`config.mk`:
```
export PLATFORM = sky130hd
export DESIGN_NAME = sorted_table_insert_delete_top
export DESIGN_NICKNAME = d
export VERILOG_FILES = /design/src/rtl/stid_pkg.sv /design/src/rtl/sorted_table_insert_delete_top.sv /design/src/rtl/stid_engine.sv
export VERILOG_INCLUDE_DIRS = /design/src /design/src/rtl
export SDC_FILE = /design/constraint.sdc
export NUM_CORES = 2
export LEC_CHECK = 0
export ABC_AREA = 1
export BUFFER_PORTS_ARGS = -buffer_cell sky130_fd_sc_hd__buf_2
export CAP_MARGIN = 20
export CORE_ASPECT_RATIO = 0.8
export CORE_MARGIN = 4
export CORE_UTILIZATION = 63
export DETAILED_ROUTE_END_ITERATION = 7
export PLACE_DENSITY = 0.8
export SYNTH_ARGS = -nofsm -noshare
export SYNTH_HDL_FRONTEND = slang
export SYNTH_SLANG_ARGS = --single-unit
```
`constraint.sdc`:
```
create_clock -name clk -period 5.22 [get_ports clk]
set_input_delay 0 -clock clk [delete_from_list [all_inputs] [get_ports clk]]
set_output_delay 0 -clock clk [all_outputs]
set_load 0.05 [all_outputs]
```
`src/rtl/sorted_table_insert_delete_top_macros.svh`:
```
// ----------------------------------------------------------------------------
// Assertion macros for the sorted table
// Shared concurrent assertion forms, clocked on clk, disabled in reset.
// ----------------------------------------------------------------------------
`ifndef SORTED_TABLE_INSERT_DELETE_TOP_MACROS_SVH
`define SORTED_TABLE_INSERT_DELETE_TOP_MACROS_SVH

// same-cycle implication
`define STID_ASSERT_NOW(lbl, ante, cons, msg) \
	lbl: assert property (@(posedge clk) disable iff (!arst_n) (ante) |-> (cons)) \
		else $error(msg);

// next-cycle implication
`define STID_ASSERT_NEXT(lbl, ante, cons, msg) \
	lbl: assert property (@(posedge clk) disable iff (!arst_n) (ante) |=> (cons)) \
		else $error(msg);

`endif

```
`src/rtl/stid_pkg.sv`:
```
// ----------------------------------------------------------------------------
// stid_pkg
// Codes, widths and the result type shared by the sorted table modules.
// ----------------------------------------------------------------------------
package stid_pkg;

	localparam int CAPACITY_DEF = 32;
	localparam int DATA_W       = 32;
	localparam int COUNT_W      = 6;

	localparam logic [1:0] MODE_INSERT = 2'd0;
	localparam logic [1:0] MODE_DELETE = 2'd1;
	localparam logic [1:0] MODE_DUMP   = 2'd2;

	localparam logic [2:0] ST_INSERTED  = 3'd0;
	localparam logic [2:0] ST_DELETED   = 3'd1;
	localparam logic [2:0] ST_NOT_FOUND = 3'd2;
	localparam logic [2:0] ST_FULL      = 3'd3;
	localparam logic [2:0] ST_ENTRY     = 3'd4;
	localparam logic [2:0] ST_EMPTY     = 3'd5;

	typedef struct packed {
		logic [2:0]               status;
		logic signed [DATA_W-1:0] value;
		logic [COUNT_W-1:0]       count;
		logic                     last;
	} res_t;

endpackage

```
`src/rtl/sorted_table_insert_delete_top.sv`:
```
// ----------------------------------------------------------------------------
// sorted_table_insert_delete_top
// Sorted table of signed 32-bit values with insert, delete and dump requests.
// ----------------------------------------------------------------------------
// Holds up to CAPACITY values in ascending order in a single-port-read table
// memory. An insert walks down from the tail, shifting up each entry greater
// than the value, and a delete walks the whole table. The single result then
// passes through the finishing state into the output register. An insert
// into a full table or a dump of an empty one goes straight to that state.
// A dump reads each entry in turn and pushes it as its own result. The
// sequencer visits the entries through the one memory read port and the one
// comparator. A new request is taken from the cycle after the previous one's
// last result has entered the output register, while that result may still
// wait there; a stalled receiver holds the sequencer. Requests of mode three
// are taken and dropped with no result. No clearing pass runs after reset.
module sorted_table_insert_delete_top
	import stid_pkg::*;
#(
	parameter int CAPACITY = CAPACITY_DEF
) (
	input  logic                      clk,
	input  logic                      arst_n,
	input  logic                      in_valid,
	output logic                      in_ready,
	input  logic [1:0]                mode,
	input  logic signed [DATA_W-1:0]  value,
	output logic                      out_valid,
	input  logic                      out_ready,
	output logic [2:0]                status,
	output logic signed [DATA_W-1:0]  entry_value,
	output logic [COUNT_W-1:0]        entry_count,
	output logic                      last
);

	`include "sorted_table_insert_delete_top_macros.svh"

	res_t res;
	logic res_push;
	logic slot_free;
	logic out_valid_q;
	res_t out_q;

	assign slot_free = !out_valid_q || out_ready;

	stid_engine #(
		.CAPACITY (CAPACITY)
	) u_engine (
		.clk       (clk),
		.arst_n    (arst_n),
		.in_valid  (in_valid),
		.in_ready  (in_ready),
		.in_mode   (mode),
		.in_value  (value),
		.slot_free (slot_free),
		.res_push  (res_push),
		.res       (res)
	);

	always_ff @(posedge clk or negedge arst_n) begin
		if (!arst_n) begin
			out_valid_q <= 1'b0;
		end else if (res_push) begin
			out_valid_q <= 1'b1;
		end else if (out_ready) begin
			out_valid_q <= 1'b0;
		end
	end

	always_ff @(posedge clk) begin
		if (res_push) begin
			out_q <= res;
		end
	end

	assign out_valid   = out_valid_q;
	assign status      = out_q.status;
	assign entry_value = out_q.value;
	assign entry_count = out_q.count;
	assign last        = out_q.last;

	`STID_ASSERT_NOW(a_push_slot, res_push, slot_free, "result pushed into a full output register")
	`STID_ASSERT_NOW(a_push_busy, res_push, !in_ready, "result pushed while accepting requests")
	`STID_ASSERT_NEXT(a_zero_val, res_push && res.status != ST_ENTRY, entry_value == '0, "value set")

endmodule

```
`src/rtl/stid_engine.sv`:
```
// ----------------------------------------------------------------------------
// stid_engine
// Table memory, one shared comparator and the sequencer that walks the table
// one entry a cycle for insert and delete, and entry by entry for dump.
// ----------------------------------------------------------------------------
module stid_engine
	import stid_pkg::*;
#(
	parameter int CAPACITY = CAPACITY_DEF
) (
	input  logic                     clk,
	input  logic                     arst_n,
	input  logic                     in_valid,
	output logic                     in_ready,
	input  logic [1:0]               in_mode,
	input  logic signed [DATA_W-1:0] in_value,
	input  logic                     slot_free,
	output logic                     res_push,
	output res_t                     res
);

	localparam int CW = $clog2(CAPACITY + 1);
	localparam int AW = $clog2(CAPACITY);

	typedef enum logic [5:0] {
		S_IDLE = 6'b000001,
		S_INS  = 6'b000010,
		S_DEL  = 6'b000100,
		S_DRD  = 6'b001000,
		S_DLD  = 6'b010000,
		S_FIN  = 6'b100000
	} state_t;

	state_t                   state_q;
	logic [CW-1:0]            cnt_q;
	logic [CW-1:0]            ptr_q;
	logic                     pend_s1;
	logic                     found_q;
	logic [AW-1:0]            paddr_s1;
	logic signed [DATA_W-1:0] val_q;
	logic [2:0]               fin_status_q;

	logic signed [DATA_W-1:0] mem [CAPACITY];
	logic signed [DATA_W-1:0] rdata_q;

	logic                     re;
	logic [AW-1:0]            raddr;
	logic                     we;
	logic [AW-1:0]            waddr;
	logic signed [DATA_W-1:0] wdata;
	logic                     cmp_lt;
	logic                     cmp_eq;
	logic                     ins_done;
	logic                     del_done;

	assign cmp_lt   = val_q < rdata_q;
	assign cmp_eq   = val_q == rdata_q;
	assign in_ready = (state_q == S_IDLE);

	always_comb begin
		re         = 1'b0;
		raddr      = '0;
		we         = 1'b0;
		waddr      = '0;
		wdata      = rdata_q;
		ins_done   = 1'b0;
		del_done   = 1'b0;
		res_push   = 1'b0;
		res.status = fin_status_q;
		res.value  = '0;
		res.count  = COUNT_W'(cnt_q);
		res.last   = 1'b1;
		case (state_q)
			S_INS: begin
				// walk down from the tail, shifting up until the slot is found
				if (pend_s1) begin
					we    = 1'b1;
					waddr = paddr_s1 + AW'(1);
					wdata = cmp_lt ? rdata_q : val_q;
				end else if (ptr_q == '0) begin
					we    = 1'b1;
					waddr = '0;
					wdata = val_q;
				end
				ins_done = (pend_s1 && !cmp_lt) || (!pend_s1 && ptr_q == '0);
				re       = (ptr_q != '0) && !ins_done;
				raddr    = AW'(ptr_q - CW'(1));
			end
			S_DEL: begin
				// walk up; after the match every entry moves down one place
				if (pend_s1 && found_q) begin
					we    = 1'b1;
					waddr = paddr_s1 - AW'(1);
					wdata = rdata_q;
				end
				re       = (ptr_q != cnt_q);
				raddr    = AW'(ptr_q);
				del_done = !pend_s1 && (ptr_q == cnt_q);
			end
			S_DRD: begin
				re    = 1'b1;
				raddr = AW'(ptr_q);
			end
			S_DLD: begin
				res_push   = slot_free;
				res.status = ST_ENTRY;
				res.value  = rdata_q;
				res.last   = (ptr_q == cnt_q);
			end
			S_FIN: begin
				res_push = slot_free;
			end
			default: ;
		endcase
	end

	always_ff @(posedge clk or negedge arst_n) begin
		if (!arst_n) begin
			state_q <= S_IDLE;
			cnt_q   <= '0;
			ptr_q   <= '0;
			pend_s1 <= 1'b0;
			found_q <= 1'b0;
		end else begin
			case (state_q)
				S_IDLE: begin
					if (in_valid) begin
						found_q <= 1'b0;
						pend_s1 <= 1'b0;
						case (in_mode)
							MODE_INSERT: begin
								if (cnt_q >= CW'(CAPACITY)) begin
									state_q <= S_FIN;
								end else begin
									ptr_q   <= cnt_q;
									state_q <= S_INS;
								end
							end
							MODE_DELETE: begin
								ptr_q   <= '0;
								state_q <= S_DEL;
							end
							MODE_DUMP: begin
								ptr_q   <= '0;
								state_q <= (cnt_q == '0) ? S_FIN : S_DRD;
							end
							default: ;
						endcase
					end
				end
				S_INS: begin
					pend_s1 <= re;
					if (re) begin
						ptr_q <= ptr_q - CW'(1);
					end
					if (ins_done) begin
						cnt_q   <= cnt_q + CW'(1);
						state_q <= S_FIN;
					end
				end
				S_DEL: begin
					pend_s1 <= re;
					if (re) begin
						ptr_q <= ptr_q + CW'(1);
					end
					if (pend_s1 && !found_q && cmp_eq) begin
						found_q <= 1'b1;
					end
					if (del_done) begin
						if (found_q) begin
							cnt_q <= cnt_q - CW'(1);
						end
						state_q <= S_FIN;
					end
				end
				S_DRD: begin
					ptr_q   <= ptr_q + CW'(1);
					state_q <= S_DLD;
				end
				S_DLD: begin
					if (slot_free) begin
						state_q <= (ptr_q == cnt_q) ? S_IDLE : S_DRD;
					end
				end
				S_FIN: begin
					if (slot_free) begin
						state_q <= S_IDLE;
					end
				end
				default: state_q <= S_IDLE;
			endcase
		end
	end

	always_ff @(posedge clk) begin
		if (state_q == S_IDLE && in_valid) begin
			val_q        <= in_value;
			fin_status_q <= (in_mode == MODE_INSERT) ? ST_FULL : ST_EMPTY;
		end else if (state_q == S_INS && ins_done) begin
			fin_status_q <= ST_INSERTED;
		end else if (state_q == S_DEL && del_done) begin
			fin_status_q <= found_q ? ST_DELETED : ST_NOT_FOUND;
		end
		if (re) begin
			paddr_s1 <= raddr;
		end
	end

	always_ff @(posedge clk) begin
		if (we) begin
			mem[waddr] <= wdata;
		end
		if (re) begin
			rdata_q <= mem[raddr];
		end
	end

endmodule

```
== After elaboration in Yosys (flattened, before gate mapping) ==
Memory sizes are Yosys's and may differ from the RTL's. A register that Yosys moved wholly into a read port is not among the register bits.
Cells that the tools add are included.

* Memory bits (read-only): 0
* RAM bits: 1024
* Logic and storage cells: 130
* Bits in latches: 0
* Register bits after elaboration: 103
* Memories: 1

* Shift operators: 0
* Magnitude comparators: 2
* Reduce and logical (&&, ||, !) cells: 36
* Add/subtract/negate cells: 6
* Equal/unequal tests: 23
* Div/mod/pow operators: 0
* $mul: 0
* Multiplexer cells: 49
* Bitwise logic cells: 0

{| class="wikitable"
|+ Memory list
! name !! words !! bits a word !! rd ports !! clocked after memory_dff !! write ports !! RTL line !! RTL
|-
| u_engine.mem || 32 || 32 || 1 || 1 || 1 || stid_engine.sv:43 || <nowiki>logic signed [DATA_W-1:0] mem [CAPACITY];</nowiki>
|}

{| class="wikitable"
|+ Operators by type and width
! operator !! number
|-
| 2-to-1 mux 32 bit || 4
|-
| 2-to-1 mux 6 bit || 14
|-
| case mux 6 bit (6 select lines) || 1
|-
| equality test 32 bit || 1
|-
| < comparator 32 bit || 1
|-
| case mux 6 bit (2 select lines) || 2
|-
| case mux 6 bit (4 select lines) || 1
|-
| case mux 5 bit (2 select lines) || 2
|-
| case mux 6 bit (3 select lines) || 1
|-
| adder 6 x 1 -> 6 bit (second input constant) || 2
|-
| zero test 6 bit || 2
|-
| 2-to-1 mux 1 bit || 12
|-
| 2-to-1 mux 3 bit || 4
|-
| inequality test 2 x 1 -> 1 bit (second input constant) || 6
|-
| AND reduction 6 bit || 2
|-
| subtractor 6 x 1 -> 6 bit (second input constant) || 2
|-
| logical AND 1 bit || 10
|-
| 2-to-1 mux 5 bit || 2
|-
| nonzero test 2 bit || 4
|-
| OR reduction 2 bit || 4
|-
| equality test 6 x 1 -> 1 bit (second input constant) || 1
|-
| equality test 6 x 2 -> 1 bit (second input constant) || 1
|-
| equality test 6 x 3 -> 1 bit (second input constant) || 1
|-
| equality test 6 x 4 -> 1 bit (second input constant) || 1
|-
| 26 further kinds || 35
|}

== Longest topological paths before layout ==
* Depth in word-level cells: 9
* Gate-level depth with buffers: 21
* Gate-level depth less buffers: 20

== Modules after synthesis ==
From an unflattened synthesis, not the netlist that was laid out.

* Cells, all modules: 3695
* Area, all modules: 48400.2 sq um

{| class="wikitable"
|+ By module, submodules not included
! module !! cells each !! instances !! area each (sq um)
|-
| stid_engine || 3648 || 1 || 47093.9
|-
| sorted_table_insert_delete_top || 47 || 1 || 1306.3
|}

== Worst setup path after synthesis ==
OpenSTA, ideal clock, no wires.

* Kind: flip-flop to flip-flop
* From: register u_engine.state_q[0]
* To: register u_engine.fin_status_q[0] (enable)
* Cell stages (with the launch flop): 9
* Path slack: 1141 ps
* Arrival time: 3768 ps
* Library setup time: 311 ps
* Data required time: 4909 ps
* Cells stage by stage: dfstp_2 -> inv_1 -> nor4_4 -> inv_1 -> nand2_1 -> o21ai_0 -> nor2_1 -> inv_1 -> nand3_1

* Elaborated cells on any way between the ends: 9
* Classes of those cells: 3 x eq/ne; 2 x mux; 4 x reduce/logical

{| class="wikitable"
|+ RTL lines
! element !! RTL line !! RTL
|-
| start: declaration || stid_engine.sv:34 || <nowiki>state_t state_q;</nowiki>
|-
| start signal: assignment || stid_engine.sv:145 || <nowiki>state_q <= (cnt_q == '0) ? S_FIN : S_DRD;</nowiki>
|-
| start signal: assignment || stid_engine.sv:182 || <nowiki>state_q <= (ptr_q == cnt_q) ? S_IDLE : S_DRD;</nowiki>
|-
| equality test 6 x 1 -> 1 bit || n/a ||
|-
| via in_ready || sorted_table_insert_delete_top.sv:24 || <nowiki>output logic in_ready,</nowiki>
|-
| logical AND 1 bit || stid_engine.sv:196 || <nowiki>if (state_q == S_IDLE && in_valid) begin</nowiki>
|-
| nonzero test 3 bit (no source line) || n/a ||
|-
| end signal: assignment || stid_engine.sv:198 || <nowiki>fin_status_q <= (in_mode == MODE_INSERT) ? ST_FULL : ST_EMPTY;</nowiki>
|-
| end signal: assignment || stid_engine.sv:202 || <nowiki>fin_status_q <= found_q ? ST_DELETED : ST_NOT_FOUND;</nowiki>
|-
| end: declaration || stid_engine.sv:41 || <nowiki>logic [2:0] fin_status_q;</nowiki>
|}

The timed path passes the listed nets, and every way through them passes these cells.
A chain may end at the register's enable or synchronous reset.

== Final worst setup path ==
* From: register u_engine.state_q[0]
* To: register u_engine.rdata_q[31], read port of u_engine.mem (data pin)

* Word-level cells in the longest chain between the ends: 3
* Elaborated cells on any way between the ends: 6
* Classes of those cells: 3 x eq/ne; 2 x mux; 1 x reduce/logical

{| class="wikitable"
|+ Ends and longest elaborated chain
! element !! RTL line !! RTL
|-
| equality test 6 x 4 -> 1 bit or equality test 6 x 3 -> 1 bit (tied branches) || stid_engine.sv:73 || <nowiki>case (state_q)</nowiki>
|-
| OR reduction 2 bit (no source line) || n/a ||
|-
| case mux 5 bit (2 select lines) || stid_engine.sv:73 ||
|-
| end: declaration || stid_engine.sv:44 || <nowiki>logic signed [DATA_W-1:0] rdata_q;</nowiki>
|}

Parallel ways exist; a longest one is shown, timed or not.

==> reports/results.txt <==
outcome -> complete, but fails checks
failing checks -> DRC
initial core utilization -> 64.1%
fraction of layout cells with a size suffix above 1 -> 10.9%
First-pass DRT Iterations -> 8
Leak -> 19.0 nW
Mapped Cells -> 3889
Post-CTS Setup Repair Bufs -> 0
Final Skew -> 0.0394 ns
synth cell count leaders -> edfxtp_1 (1138), o211ai_1 (516), nand2_1 (481), nor2_1 (373), inv_1 (317)
hold buffers post-CTS -> 56
vias in the first global route -> 31800
Worst Reg-to-Reg Cells -> 13
drc violations -> 10
initial antenna violation count -> 2
register area share after synthesis -> 71.1%
reg-to-reg slack, setup -> 0.92 ns
worst-path fanout max -> 132
Hold WC Path Type -> primary input to flip-flop
antenna viol nets, final -> 0
Critical Path Start Type -> flip-flop
Main synth FF type -> edfxtp_1
Hold Crit Endpoint -> u_engine.val_q[18]
grt ovf -> 0
global placement routability congestion -> 0.960
Total GRT Usage -> 32.2%
syn_nets -> 3973
root buf cell -> clkbuf_16
CTS tree -> done
Worst-Margin Slew -> 1.07 ns
crit path kind -> flip-flop to flip-flop
Slew Viols, Final -> 0
Routed WL per cell -> 26.5 um
Core ar. -> 76100 um2
die area -> 82000 um2
Reg clk slew, reported paths -> 0.06 ns
DR vias -> 33500
r2r endpoint -> u_engine.rdata_q[31]
RSZ-0062 raised after global routing -> no
RR Startpoint -> u_engine.state_q[0]
chip width -> 319 um
count leader, synth -> edfxtp_1
PwrDens -> 494 nW/um2
maximum vdd drop -> 0.423 mV
crit path capture type -> flip-flop
area leader, netlist -> edfxtp_1
period utilisation layout -> 82.4%
# H-tree levels -> 3
Clock Path Buffers -> 3
async set or reset register ratio after synthesis -> 1.81%
diode count -> 0
Critical Path Slowest Stage Cell -> dfstp_2
Yosys reg bits -> 1159
synthesized area -> 48800 um2
first-pass GRT wire length -> 199000 um
post-synth top area share -> 70.0%
hold path startpoint -> value[18]
CP required -> 5.64 ns
CTS resizes -> 0
Hold Crit Depth -> 2
DPL Wire Length -> 74900 um
crit path DAT -> 4.73 ns
Die Ht -> 257 um
WL final -> 135000 um
setup TNS -> 0 ns
max_cap viols -> 0
nets -> 4088
largest net degree at the start of global routing -> 240
clock sink count -> 1159
Via density -> 6.57
num rows -> 90
Synth area leaders -> edfxtp_1 (70%), o211ai_1 (7.9%), nand2_1 (3.7%), nor2_1 (2.9%), o21ai_0 (2.5%)
Initial DRC Count -> 5814
total I/O pin count -> 82
worst rel slew slack -> 28.9%
Setup-failing EPs final -> 0
synthesized area per cell -> 12.5 um2
Port-buffer cells -> 81
Fmax -> 232 MHz
cells along the critical path -> inv_1, nand4_4, buf_4, nor2_1, a21oi_4, buf_12, buf_4, o21ai_0, o211ai_1, nand3_1, nand2_1, inv_1, o21ai_1
Fin. Hold Viols -> 0
cts bufs inserted -> 107
area grow syn2layout -> 12.2%
Synth Warn # -> 0
Post-synth EDFFs -> 1138
largest stage delay on the critical path -> 0.55 ns
post-synth cell types -> 48
Worst-Skew Late Latency -> 0.70 ns
Layout Utilization -> 71.9%
Final min period -> 4.30 ns
-- cell usage in the layout, fill, tap and decap left out, drive strengths merged, types with 64 or more instances in the layout --
cell    netlist  layout
edfxtp     1138    1138
o211ai      516     516
nand2       482     482
nor2        376     376
o21ai       373     373
inv         323     332
buf         174     199
nand3       151     151
clkbuf       75     123
or2          67      67
a21oi        64      64
-- worst max path at each step --
stage,start,endpoint,slack [ns],cells after the start
floorplan,u_engine.state_q[0],u_engine.fin_status_q[0],1.14,8
global placement,u_engine.state_q[0],u_engine.rdata_q[31],1.27,13
detailed placement,u_engine.state_q[0],u_engine.rdata_q[31],1.18,13
CTS,u_engine.state_q[0],u_engine.rdata_q[31],1.13,13
global route,u_engine.state_q[0],u_engine.rdata_q[31],0.87,13
finish,u_engine.state_q[0],u_engine.rdata_q[31],0.92,13
-- registers in the layout, summed over array words and instances (netlist names) --
name / cells
last: 1
u_engine.paddr_s1: 5
status: 3
u_engine.mem: 1024
u_engine.rdata_q: 32
u_engine.ptr_q: 6
entry_count: 6
u_engine.found_q: 1
u_engine.state_q: 6
u_engine.val_q: 32
u_engine.fin_status_q: 3
out_valid: 1
entry_value: 32
u_engine.cnt_q: 6
u_engine.pend_s1: 1
-- worst max-delay path: cells and delay by family, from the launching register on --
family	cells	cell delay (ns)
buffers and inverters	5	1.61
AO/OA/AOI/OAI	4	1.11
AND/OR/NAND/NOR	4	0.60
flip-flops	1	0.55
-- report_power, final --
| part | total, W | switching (W) | internal [W] |
|---|---|---|---|
| combinational | 0.00781 | 0.00575 | 0.00206 |
| clock | 0.00752 | 0.00341 | 0.00411 |
| sequential | 0.0117 | 0.000345 | 0.0114 |
-- layer usage --
metal	global-route usage [%]	wire, um	vias to the layer above
met5	0	13	-
met4	10.9	4980	2
met3	8.93	20800	358
met2	48.1	60300	2689
met1	46.2	49000	16000
li1	-	-	14400
-- cells by family after synthesis --
kind of cell	count (synthesis)	share of synthesized area [%]
fa+ha+maj	46	1.19
buf+inv	574	4.88
flops	1159	71.1
simple gates	1099	9.42
compound gates	997	13.1
xor+xnor	14	0.251
-- metrics by stage --
stage / power [W] / hold WS [ns] / setup slack (ns) / instance area (um2) / cells
finish: 0.0270 / 0.0207 / 0.918 / 54800 / 5102
global route: 0.0281 / 0.0264 / 0.868 / 54800 / 5102
CTS: 0.0268 / 0.000708 / 1.13 / 54700 / 5100
detailed placement: 0.0193 / 0.0109 / 1.18 / 50900 / 4849
global placement: 0.0191 / 0.0116 / 1.27 / 50900 / 4849
floorplan: 0.0170 / -0.296 / 1.14 / 48800 / 3889
-- final cells by class --
| cell class | count | area [um2] |
|---|---|---|
| clock inverter | 72 | 577 |
| inverter | 325 | 1240 |
| sequential | 1159 | 34700 |
| fill | 4665 | 21400 |
| clock buffer | 123 | 2740 |
| multi-input combinational | 2156 | 12100 |
| timing repair buffer | 255 | 2150 |
| tap | 1012 | 1270 |
Power figures use the tool's default switching activity.
